[src/sv/cks_pkg.sv]
// Package for the ChaCha key and nonce setup block: types, constants, modes.
// Depends on nothing; used by every module of the block.
package cks_pkg;

  localparam int DOUBLE_ROUNDS_DEFAULT = 10;

  localparam logic [31:0] SIGMA0 = 32'h6170_7865;
  localparam logic [31:0] SIGMA1 = 32'h3320_646e;
  localparam logic [31:0] SIGMA2 = 32'h7962_2d32;
  localparam logic [31:0] SIGMA3 = 32'h6b20_6574;

  localparam int IN_WIDTH  = 448;
  localparam int OUT_WIDTH = 352;

  typedef enum logic [1:0] {
    MODE_NONCE8  = 2'd0,
    MODE_IETF    = 2'd1,
    MODE_XCHACHA = 2'd2,
    MODE_RSVD    = 2'd3
  } nonce_mode_t;

  // Data carried from cell to cell. The words are only rounded when xmode is set.
  typedef struct packed {
    logic              xmode;
    logic [15:0][31:0] w;
    logic [63:0]       iv;
    logic [31:0]       ctr;
  } cell_t;

endpackage

[src/sv/cks_out.sv]
// Result packing, output register and skid stage of the key setup block.
// Depends on cks_pkg for cell_t and the output width.
module cks_out
  import cks_pkg::*;
(
  input  logic                 clk,
  input  logic                 rst,
  input  logic                 in_valid,
  input  cell_t                in_data,
  output logic                 advance,
  output logic                 m_axis_tvalid,
  input  logic                 m_axis_tready,
  output logic [OUT_WIDTH-1:0] m_axis_tdata
);

  logic [OUT_WIDTH-1:0] result;
  logic [OUT_WIDTH-1:0] skid_data;
  logic                 skid_valid;
  logic [63:0]          k0, k1, k2, k3;

  always_comb begin
    if (in_data.xmode) begin
      k0 = {in_data.w[1], in_data.w[0]};
      k1 = {in_data.w[3], in_data.w[2]};
      k2 = {in_data.w[13], in_data.w[12]};
      k3 = {in_data.w[15], in_data.w[14]};
    end else begin
      k0 = {in_data.w[5], in_data.w[4]};
      k1 = {in_data.w[7], in_data.w[6]};
      k2 = {in_data.w[9], in_data.w[8]};
      k3 = {in_data.w[11], in_data.w[10]};
    end
    result = {in_data.ctr, in_data.iv, k3, k2, k1, k0};
  end

  assign advance = !skid_valid;

  always_ff @(posedge clk) begin
    if (rst) begin
      m_axis_tvalid <= 1'b0;
      skid_valid    <= 1'b0;
    end else if (skid_valid) begin
      if (!m_axis_tvalid || m_axis_tready) begin
        m_axis_tvalid <= 1'b1;
        skid_valid    <= 1'b0;
      end
    end else if (in_valid) begin
      if (m_axis_tvalid && !m_axis_tready) begin
        skid_valid <= 1'b1;
      end else begin
        m_axis_tvalid <= 1'b1;
      end
    end else if (m_axis_tready) begin
      m_axis_tvalid <= 1'b0;
    end
  end

  always_ff @(posedge clk) begin
    if (skid_valid) begin
      if (!m_axis_tvalid || m_axis_tready) begin
        m_axis_tdata <= skid_data;
      end
    end else if (in_valid) begin
      if (m_axis_tvalid && !m_axis_tready) begin
        skid_data <= result;
      end else begin
        m_axis_tdata <= result;
      end
    end
  end

endmodule

[config.mk]
export PLATFORM = sky130hd
export DESIGN_NAME = cks_out
export DESIGN_NICKNAME = d
export VERILOG_FILES = /design/src/sv/cks_pkg.sv /design/src/sv/cks_out.sv
export SDC_FILE = /design/constraint.sdc
export NUM_CORES = 1
export LEC_CHECK = 0
export ABC_AREA = 1
export BUFFER_PORTS_ARGS = -buffer_cell sky130_fd_sc_hd__buf_2
export CORE_AREA = 5 5 377 379
export CTS_CLUSTER_DIAMETER = 150
export DETAILED_ROUTE_END_ITERATION = 8
export DIE_AREA = 0 0 382 384
export PLACE_DENSITY_LB_ADDON = 0.25
export SETUP_SLACK_MARGIN = 0.3
export SLEW_MARGIN = 0
export SYNTH_ARGS = -nofsm -noshare
export SYNTH_HDL_FRONTEND = slang
export SYNTH_SLANG_ARGS = --single-unit
[constraint.sdc]
create_clock -name clk -period 24.3 [get_ports clk]
set_input_delay 3.645 -clock clk [delete_from_list [all_inputs] [get_ports clk]]
set_output_delay 3.645 -clock clk [all_outputs]
set_load 0.05 [all_outputs]
[Yosys cells after proc, flatten, opt, wreduce, memory -nomap -nowiden]
Index checks and enable logic that the tools add are counted.
Cells by class
  equal/unequal tests: 3
  muxes and demuxes: 17
  bitwise logic cells: 1
  reduce and logical (&&, ||, !) cells: 10
Operator list (number)
  $mux 352: 4
  $mux 64: 4
  $mux 1: 9
  $reduce_and 3->1: 3
  $logic_not 1->1: 3
  $ne 3x3->1 const B: 1
  $reduce_bool 3->1: 1
  $ne 2x1->1 const B: 1
  $ne 2x2->1 const B: 1
  $reduce_bool 2->1: 1
  $logic_and 1x1->1: 1
  $logic_or 1x1->1: 1
  $not 1->1: 1
Word-level totals
  register bits: 706
  input port bits: 613
  output and inout port bits: 354
  logic and storage cells: 35

[Depth between registers and ports, before layout]
  depth after elaboration: 5
  mapped depth: 7
  mapped depth without buffers: 4

[Worst setup path before layout]
OpenSTA, ideal clock, no wires.
  kind: input to register
  start: input in_valid
  end: register m_axis_tdata[0], enable pin
  setup time: 1186 ps
  data arrival time: 20595 ps
  data required time: 23114 ps
  setup slack: 2520 ps
  stages on the path: 2
  path buffers: 0
  cell sequence: nor2_1 > a21oi_1
On the way
  word-level cells in the longest chain between the ends: 2
RTL lines
  start: declaration: line cks_out.sv:8  | input logic in_valid,
  $reduce_bool 2->1 (no line)
  $reduce_and 3->1 (no line)
  end signal: assignment: line cks_out.sv:61  | m_axis_tdata <= skid_data;
  end signal: assignment: line cks_out.sv:67  | m_axis_tdata <= result;
  end: declaration: line cks_out.sv:13  | output logic [OUT_WIDTH-1:0] m_axis_tdata
Every way passes these cells.
A chain may end at the register's enable or synchronous reset.

[Final worst setup path]
  start: input in_valid
  end: register m_axis_tdata[150], enable pin
Same word-level chain as after synthesis.

==> results.md <==
- Cell variety after synth: 15
- Synth Area per Inst: 9.98 sq um
- Vias per cell: 3.99
- Die Y: 384 um
- Period utilisation layout: 25.8%
- Synth Instances: 3,187
- Most common cell after layout, fill and taps aside: nand2_1
- Reg power frac: 46.9%
- Die Area: 147,000 sq um
- Final Max Tran Viols: 0
- Seq/Total Area, Yosys: 66.6%
- Clock share of power: 38.6%
- Starting DRC count in detailed routing: 1,236
- FMAX: 0.160 GHz
- P&R area growth vs syn: 28.5%
- Yosys warnings: 0
- Critical path class: in -> reg
- CTS resizes: 0
- H-tree depth: 3
- Initial core utilization: 23.0%
- CP startpoint kind: primary input
- FF+latch count, synth: 706
- Post-place setup slack: 17.32 ns
- Final setup viols: 0
- Slew headroom: 15.2%
- Area of the multi-input gates: 7860 sq um
- Comb pwr share: 14.4%
- Power Dens Cells: 75.3 nW/um^2
- P_leak: 19.0 nW
- Worst-case clock buffer depth: 3
- Pint: 2.22 mW
- Sw Share: 27.8%
- Worst vdd ir: 0.0427 mV
- Routed wire length: 107 mm
- NetSw: 0.855 mW
- Root Driver: clkbuf_16
- Peak fanout along the critical path: 75
- Total track usage: 14.0%
- Post-synthesis net count: 3,800
- Minimum clock period: 6.26 ns
- Placer Congestion: 0.827
- TritonCTS clock tree: built
- Final layout net count: 4,740
- Share of layout cells above drive strength 1: 26.1%
- Row cnt: 137
- Worst slew pin tran: 1.27 ns
- DPL Wire Length: 74.9 mm
- Largest net degree at the start of global routing: 160
- Core box area: 139,000 sq um
- Vias post-DR: 24.0k
- Routed Antenna Nets: 0
- Final global-route overflow total: 0
- DRC: 0
- Num CTS Buffers: 84
- Antenna violations before repair: 22
- # port buffers: 966
- DRT Pass-1 Iters: 5
- Final count of hold timing violations: 0
- Register area: 21,200 sq um
- RSZ-0062 raised after global routing: false
- Required time of the critical path: 24.57 ns
- Crit end category: register
- HP Class: reg -> reg
- Hold Buf Count CTS: 0
- Die extent in x: 382 um
- # fillers: 14.8k
- Routed length per instance: 17.8 um
- Vias in the first global route: 24.1k
- IO Pins: 967
- Setup TNS: 0 ns
- Final WS setup: 18.04 ns
- Max_cap viols: 0
- Setup Buffers After CTS: 0
- First-pass GRT wire length: 155 mm
- Outcome: complete, no violations
- Mapped Area: 31,800 sq um
- Most frequent cells in the layout: nand2_1 (1,314), buf_2 (965), edfxtp_1 (704)
- Worst Skew: 0.0274 ns
- CTS Sinks: 706
- Skew-Pair Late Insertion Delay: 0.66 ns
- Reg clk slew, reported paths: 0.06 ns
- Critical Path AT: 6.53 ns
worst paths after layout:
kind	startpoint	end	slack [ns]	cells after the start
max	in_valid	m_axis_tdata[150]	18.04	6
min	skid_data[86]	m_axis_tdata[86]	0.49	2
max reg2reg	skid_valid	m_axis_tdata[150]	20.18	5
min reg2reg	skid_data[86]	m_axis_tdata[86]	0.49	2
cell usage after synthesis (all sizes together):
master  count  area (sq um)
dfxtp       2          40.0
and2      256          1600
nand3     256          1280
inv       515          1930
edfxtp    704         21100
nand2    1314          4930
nor2        2          7.51
clkbuf     25          93.8
buf       110           758
nor3        1          5.00
a21oi       2          10.0
cell type report:
| type | count | share of cell area [%] |
|---|---|---|
| inverter | 515 | 4.77 |
| antenna | 7 | 0.0429 |
| timing repair buffer | 989 | 12.4 |
| tap | 1807 | 5.53 |
| multi-input combinational | 1831 | 19.2 |
| clock buffer | 109 | 5.48 |
| clock inverter | 34 | 0.714 |
| sequential | 706 | 51.9 |
stage by stage:
step	power [mW]	hold WS [ns]	cells	area, sq um	utilization [%]
4_1_cts	3.13	0.489	5991	40800	29.5
6_report	3.07	0.491	5998	40900	29.5
3_3_place_gp	1.92	0.498	5848	38300	27.7
3_5_place_dp	1.92	0.501	5848	38300	27.7
2_1_floorplan	1.79	0.491	3187	31800	-
5_1_grt	3.21	0.520	5993	40800	29.5
state kept, by name, indices dropped and copies added, names as in the netlist:
| register | cells |
|---|---|
| m_axis_tdata | 352 |
| m_axis_tvalid | 1 |
| skid_data | 352 |
| skid_valid | 1 |
cells by family after synthesis:
logic type / Yosys count / share of synthesized area [%]
buf+inv: 650 / 8.76
compound gates: 2 / 0.0315
flops: 706 / 66.6
simple gates: 1829 / 24.6
power groups by stage:
stage	combinational (mW)	clock, mW	sequential [mW]
after floorplan	0.134	0	1.66
after global placement	0.450	0	1.47
after detailed placement	0.451	0	1.47
after CTS	0.452	1.24	1.44
after global routing	0.482	1.28	1.45
final	0.443	1.19	1.44
worst max-delay path, stage by stage:
cell and delay, ns:
buf_2 0.13, nor2_1 0.10, a21oi_4 0.17, buf_4 0.64, buf_4 0.77, buf_4 0.86
layer usage:
metal | track usage, % | wire length [um] | up-vias | part of all wire (%)
li1 | - | - | 11896 | -
met1 | 16.9 | 43700 | 11121 | 41
met2 | 24.3 | 52800 | 803 | 49
met3 | 4.04 | 8150 | 119 | 7.6
met4 | 3.71 | 2100 | 16 | 2.0
met5 | 0 | 73 | - | 0.068
Note: power is estimated with default switching activity, not from simulation.
