## src/sv/cks_pkg.sv

```systemverilog
// Package for the ChaCha key and nonce setup block: types, constants, modes.
// Depends on nothing; used by every module of the block.
package cks_pkg;

  localparam int DOUBLE_ROUNDS_DEFAULT = 10;

  localparam logic [31:0] SIGMA0 = 32'h6170_7865;
  localparam logic [31:0] SIGMA1 = 32'h3320_646e;
  localparam logic [31:0] SIGMA2 = 32'h7962_2d32;
  localparam logic [31:0] SIGMA3 = 32'h6b20_6574;

  localparam int IN_WIDTH  = 448;
  localparam int OUT_WIDTH = 352;

  typedef enum logic [1:0] {
    MODE_NONCE8  = 2'd0,
    MODE_IETF    = 2'd1,
    MODE_XCHACHA = 2'd2,
    MODE_RSVD    = 2'd3
  } nonce_mode_t;

  // Data carried from cell to cell. The words are only rounded when xmode is set.
  typedef struct packed {
    logic              xmode;
    logic [15:0][31:0] w;
    logic [63:0]       iv;
    logic [31:0]       ctr;
  } cell_t;

endpackage

```

## src/sv/cks_cell.sv

```systemverilog
// One cell of the round chain: half of a column or diagonal round on all four lanes, applied only when xmode is set.
// Depends on cks_pkg for cell_t.
module cks_cell
  import cks_pkg::*;
#(
  parameter bit DIAG = 1'b0,
  parameter bit SECOND = 1'b0
) (
  input  logic  clk,
  input  logic  rst,
  input  logic  en,
  input  logic  in_valid,
  input  cell_t in_data,
  output logic  out_valid,
  output cell_t out_data
);

  localparam int ROT_A = SECOND ? 8 : 16;
  localparam int ROT_B = SECOND ? 7 : 12;

  logic [15:0][31:0] w_next;

  always_comb begin
    w_next = in_data.w;
  end

  logic [15:0][31:0] w_calc;

  genvar i;
  generate
    for (i = 0; i < 4; i++) begin : g_lane
      localparam int IA = i;
      localparam int IB = 4 + ((i + (DIAG ? 1 : 0)) % 4);
      localparam int IC = 8 + ((i + (DIAG ? 2 : 0)) % 4);
      localparam int ID = 12 + ((i + (DIAG ? 3 : 0)) % 4);
      logic [31:0] a_sum, d_mix, d_rot, c_sum, b_mix, b_rot;
      always_comb begin
        a_sum = in_data.w[IA] + in_data.w[IB];
        d_mix = in_data.w[ID] ^ a_sum;
        d_rot = (d_mix << ROT_A) | (d_mix >> (32 - ROT_A));
        c_sum = in_data.w[IC] + d_rot;
        b_mix = in_data.w[IB] ^ c_sum;
        b_rot = (b_mix << ROT_B) | (b_mix >> (32 - ROT_B));
      end
      assign w_calc[IA] = a_sum;
      assign w_calc[IB] = b_rot;
      assign w_calc[IC] = c_sum;
      assign w_calc[ID] = d_rot;
    end
  endgenerate

  always_ff @(posedge clk) begin
    if (rst) begin
      out_valid <= 1'b0;
    end else if (en) begin
      out_valid <= in_valid;
    end
  end

  always_ff @(posedge clk) begin
    if (en) begin
      out_data.xmode <= in_data.xmode;
      out_data.iv    <= in_data.iv;
      out_data.ctr   <= in_data.ctr;
      out_data.w     <= in_data.xmode ? w_calc : w_next;
    end
  end

endmodule

```

## config.mk

```make
export PLATFORM = sky130hd
export DESIGN_NAME = cks_cell
export DESIGN_NICKNAME = d
export VERILOG_FILES = /design/src/sv/cks_pkg.sv /design/src/sv/cks_cell.sv
export SDC_FILE = /design/constraint.sdc
export NUM_CORES = 2
export LEC_CHECK = 0
export ABC_CLOCK_PERIOD_IN_PS = 5350
export BUFFER_PORTS_ARGS = -buffer_cell sky130_fd_sc_hd__buf_2
export CORE_AREA = 8 8 468 470
export CTS_BUF_LIST = sky130_fd_sc_hd__clkbuf_8
export CTS_CLUSTER_SIZE = 12
export DETAILED_ROUTE_END_ITERATION = 8
export DIE_AREA = 0 0 476 478
export MAX_ROUTING_LAYER = met4
export SETUP_SLACK_MARGIN = 0.05
export SLEW_MARGIN = 20
export SYNTH_ARGS = -nofsm -noshare
export SYNTH_HDL_FRONTEND = slang
export SYNTH_SLANG_ARGS = --single-unit
```

## constraint.sdc

```tcl
create_clock -name clk -period 5.35 [get_ports clk]
set_input_delay 0 -clock clk [delete_from_list [all_inputs] [get_ports clk]]
set_output_delay 0 -clock clk [all_outputs]
set_load 0.005 [all_outputs]
```

### Word-level counts from Yosys, hierarchy flattened

Cells that the tools add are included.

| word-level totals | value |
|---|---|
| flip-flop bits (word level) | 610 |
| output and inout port bits | 610 |
| word-level logic and storage cells | 45 |

| cells by class | value |
|---|---|
| $add $sub $neg | 8 |
| multiplexer cells | 1 |
| bitwise gates (word level) | 16 |

Operators with widths:

| cell | number |
|---|---|
| two-way mux 512 bit | 1 |
| adder 32 bit | 8 |
| bitwise XOR 32 bit | 8 |
| OR 32 x 12 -> 32 bit | 4 |
| OR 32 x 16 -> 32 bit | 4 |

### Logic depth before layout (Yosys ltp)

| logic depth | value |
|---|---|
| depth after elaboration | 7 |
| mapped depth | 24 |
| mapped depth without buffers | 24 |

### Worst setup path after synthesis

No wires, ideal clock.

| timing path | value |
|---|---|
| kind | input to register |
| start point | in in_data[128] (netlist bit) |
| end point | reg out_data[266] (netlist bit), data pin |
| arrival | 4.858 ns |
| slack | 0.227 ns |
| stages on the path | 24 |
| path through | ha_1 > fa_1 > a21o_1 > a21oi_1 > nor2_1 > o21a_1 > o41a_1 > a211o_1 > a21oi_1 > xnor2_1 > xor2_1 > ha_1 > inv_1 > fa_1 > nor2b_1 > o31a_1 > o21a_1 > o31ai_2 > o21ai_1 > a41o_1 > o41ai_4 > mux2i_1 > nor3_1 > or3b_1 |

| on the way | value |
|---|---|
| longest elaborated chain between the ends | 7 |

RTL lines:

| item | RTL line | RTL |
|---|---|---|
| from (decl) | cks_cell.sv:13 | `input cell_t in_data,` |
| adder 32 bit | cks_cell.sv:38 | `a_sum = in_data.w[IA] + in_data.w[IB];` |
| bitwise XOR 32 bit | cks_cell.sv:39 | `d_mix = in_data.w[ID] ^ a_sum;` |
| OR 32 x 16 -> 32 bit | cks_cell.sv:40 | `d_rot = (d_mix << ROT_A) \| (d_mix >> (32 - ROT_A));` |
| adder 32 bit | cks_cell.sv:41 | `c_sum = in_data.w[IC] + d_rot;` |
| bitwise XOR 32 bit | cks_cell.sv:42 | `b_mix = in_data.w[IB] ^ c_sum;` |
| OR 32 x 12 -> 32 bit | cks_cell.sv:43 | `b_rot = (b_mix << ROT_B) \| (b_mix >> (32 - ROT_B));` |
| two-way mux 512 bit | cks_cell.sv:65 | `out_data.w <= in_data.xmode ? w_calc : w_next;` |
| to (decl) | cks_cell.sv:15 | `output cell_t out_data` |

No other way between the ends.
A chain may end at the register's enable or synchronous reset.

### Worst setup path after layout

| timing path | value |
|---|---|
| start point | in in_data[130] (netlist bit) |
| end point | reg out_data[279] (netlist bit), data pin |

Same word-level chain as after synthesis.

==> summary.txt <==
Detailed routing
  • DR iter-0 viols: 4042
  • DRT antenna net count: 0
  • Top layer in use: met4
  • Via-per-instance ratio: approximately 4.6
  • Met1 Routed Length: 112.8 mm
  • DRC viols: 0
  • DR WL met2: 126.0 mm
  • Via count: around 45000
  • Routed length per placed instance: slightly below 30 um
  • Wirelength, routed: about 280 mm
  • WL met3: between 20 and 25 mm
  • 1st-pass router iterations: 6

Yosys
  • Average size of a mapped cell: 11.15 um2
  • Post-synthesis mux area share: about 8.5%
  • FF+latch count, synth: 610
  • Seq/Total Area, Yosys: 45.84%
  • Primary FF master, synth: edfxtp_1
  • Synth Warn #: 0
  • Post-Synth XOR/XNOR Area: 11.85%
  • Syn Nets: ~4500
  • Post-synthesis adder-cell area fraction: under 10%
  • Post-Synthesis Cells: 3581
  • Mapped Area: 0.03994 mm2
  • Share of the synthesized area in the top cell type: 45.79%
  • Leading post-synthesis cells by cell area: edfxtp_1 46%, mux2_2 8.2%, ha_1 8.1%
  • Largest family of logic cells by synthesized area: compound AO/OA/AOI/OAI gates
  • Async set-reset flop share out of synthesis: 0%
  • Distinct cells, synth: 86
  • Simple-gate share of the synthesized area: 8.621%
  • Number of synthesized flops with an enable pin: 609
  • Area fraction in compound gates after synthesis: between 10 and 15%
  • Leading area contributor after synthesis: edfxtp_1

Global route
  • Vias in the first global route: 46206
  • Initial antenna violation count: 90
  • Global route overflow: 0
  • GRT Total Usage: roughly a quarter
  • Largest net degree at the start of global routing: 167
  • First-pass GRT wire length: 374.1 mm

Setup path
  • Most used cell along the critical path: buf_4
  • Critical Path Max Stage Delay: slightly above 0.6 ns
  • Critical Path RT: ~6 ns
  • Delay-heaviest family, CP: compound AO/OA/AOI/OAI gates
  • Slowest-stage cell, CP: dlygate4sd3_1
  • Worst Path Arrival: 5.85 ns
  • Critical path buffer and inverter count: 7
  • CP Launch Type: input port
  • Critical path class: input port to register
  • Crit path max fanout: 4
  • CP endpoint kind: register

Finish
  • # fillers: about 21000
  • Finished Layout Cells: 9671
  • Register area: 0.01831 mm2
  • Final net count: 7570
  • Area Growth Syn to Fin: 74.94%
  • Layout cells sized above 1: 35.91%
  • Multi-input logic area: 0.02133 mm2

STA
  • Final worst-path setup slack: 0.1608 ns
  • Final Cycle Share: a little over nine tenths
  • Final Skew: 0 ns
  • Final setup fails: 0
  • Fin crit period: 5.189 ns
  • Setup_tns: 0 ns
  • F_max: 192.7 MHz
  • Hold Vio Cnt, Final: 0
  • Slew headroom: between 20% and 30%
  • Worst hold slack: 0.1322 ns
  • Worst-margin pin slew: 1.053 ns
  • RSZ-0062 raised after global routing: true
  • Final slew viol count: 0

Power and ir drop
  • Power density over the cells: between 300 and 400 mW/mm2
  • Internal power: 14840 uW
  • Maximum vdd drop: 236.6 uV
  • Design Power: approximately 24000 uW
  • Seq pwr share: 28.2%
  • Fraction of power consumed by combinational cells: a little under 50%
  • Leak Pwr: a little over 0.03 uW
  • Clock power share: 22.8%
  • P_sw: ~9300 uW
  • Switching part of the total: around 39%

Clock tree
  • Clk_lat worst skew: roughly 0.9 ns
  • Clock transition at the registers of the reported paths: 0.07 ns
  • Cts bufs inserted: 132
  • Clock Path Buffers: 3
  • H-tree depth: 4
  • CTS tree: done
  • CTS Sinks: 610
  • Clock root buffer: clkbuf_8

Die
  • Num ports: 1223
  • DIE HEIGHT: around 480 um
  • Row cnt: 169
  • Die area: 0.2275 mm2
  • Starting Density: 18.91%
  • Die X: 476 um
  • Core Footprint: roughly 0.21 mm2

Placement
  • Placed Instances: around 8100
  • Dpl ws: -1.078 ns
  • Half-perimeter wire length after placement: 224.7 mm
  • Number of port buffers: 1222
  • RD Place Congestion: 0.9992

Run
  • Max Cap Viol: 0

Hold path
  • Min-delay worst type: input port to register

Outcome
  • Status: complete, no violations
[through the flow]
step                      utilization [%]  cell area [um2]
after floorplan                         -            39940
after global placement              25.46            53790
after detailed placement            25.46            53790
after CTS                           32.69            69050
after global routing                33.07            69850
final                               33.08            69870
[flip-flops by register name, indices dropped and copies added (netlist names)]
register   flops
out_valid      1
out_data     609
[cells by family (layout without fill, tap and decap cells)]
group | count (synthesis) | after routing
buffers and inverters | 227 | 3433
adders and majority gates | 268 | 268
xor gates and xnor gates | 490 | 490
DFF | 610 | 610
other | 0 | 63
muxes | 301 | 301
and+or+nand+nor | 773 | 773
AOI/OAI and AO/OA | 912 | 912
[synth_stat cells (10+ instances only)]
master and count:
edfxtp_1 609, nor2_1 404, a21oi_1 367, xnor2_1 296
mux2_2 292, ha_1 260, a21o_1 163, xor2_1 163
clkbuf_1 131, nand2_1 130, o21ai_0 117, inv_1 89
nand3_1 50, o21bai_1 43, o21a_1 32, nor3_1 30
nand4_1 28, a31oi_1 27, and3_1 26, nand2b_1 23
nor2b_1 22, xnor3_1 20, a211oi_1 17, o211ai_1 16
o31ai_1 16, and2_1 11, a211o_1 10, xor3_1 10
[power by group through the flow]
stage,Sequential [uW],Combinational (uW),Clock [uW]
2_1_floorplan,6770,4750,0
3_3_place_gp,6880,10300,0
3_5_place_dp,6860,10300,0
4_1_cts,6810,11500,5680
5_1_grt,6870,12600,5830
6_report,6820,11800,5500
[area by class of cell]
cell class / instances / area share, %
diodes: 63 / 0.2256
clock inverters: 100 / 1.182
flip-flops and latches: 610 / 26.20
clock buffers: 132 / 2.600
well taps: 2821 / 5.052
repair buffers: 3112 / 33.72
inverters: 89 / 0.4817
multi-input cells: 2744 / 30.53
[worst register-to-register path: cells and delay by family, from the launching register on]
| family | cells | cell delay [ns] |
|---|---|---|
| buffers and inverters | 1 | 0.57 |
| DFF | 1 | 0.32 |
| muxes | 1 | 0.18 |
| and+or+nand+nor | 1 | 0.08 |
[metal layers]
layer,GRT usage (%),vias to the layer above
met3,6.243,618
met2,37.69,2510
li1,-,19597
met4,10.67,0
met5,-,-
met1,28.75,21939
[timing repair]
action	4_1_cts	5_1_grt
endpoints found under the hold margin	877	1
setup endpoints to repair	2	116
setup buffers	0	15
gates resized for setup	2	106
hold buffers	1260	1
pin swaps	0	35
[final timing paths]
kind	from	endpoint	slack, ns	cells past startpoint
setup / recovery	in_data[130]	out_data[279]	0.16	26
hold / removal	in_data[454]	out_data[454]	0.13	3
setup reg to reg	out_valid	out_valid	4.09	3
hold reg to reg	out_valid	out_valid	1.17	3
[cells in the final DEF (no fill, tap or decap), types with 13 or more instances in the layout]
cell           count
mux2_2           292
nor2_1           404
ha_1             256
dlygate4sd3_1   1258
o21ai_0          111
o211ai_1          16
clkinv_1          23
nor3_1            28
nand2b_1          23
nand4_1           28
a31oi_1           23
o21bai_1          41
diode_2           63
a21oi_1          349
xnor3_1           18
nand3_1           50
xor2_1           151
o21a_1            30
xnor2_1          283
inv_1            121
a21o_1           163
edfxtp_1         609
clkinv_2          16
buf_2           1219
clkbuf_8         132
o31ai_1           14
a21oi_2           17
nor2b_1           20
and3_1            26
nand2_1          130
a211oi_1          13
buf_4            624
No activity file was read; power rests on OpenSTA's default activity.
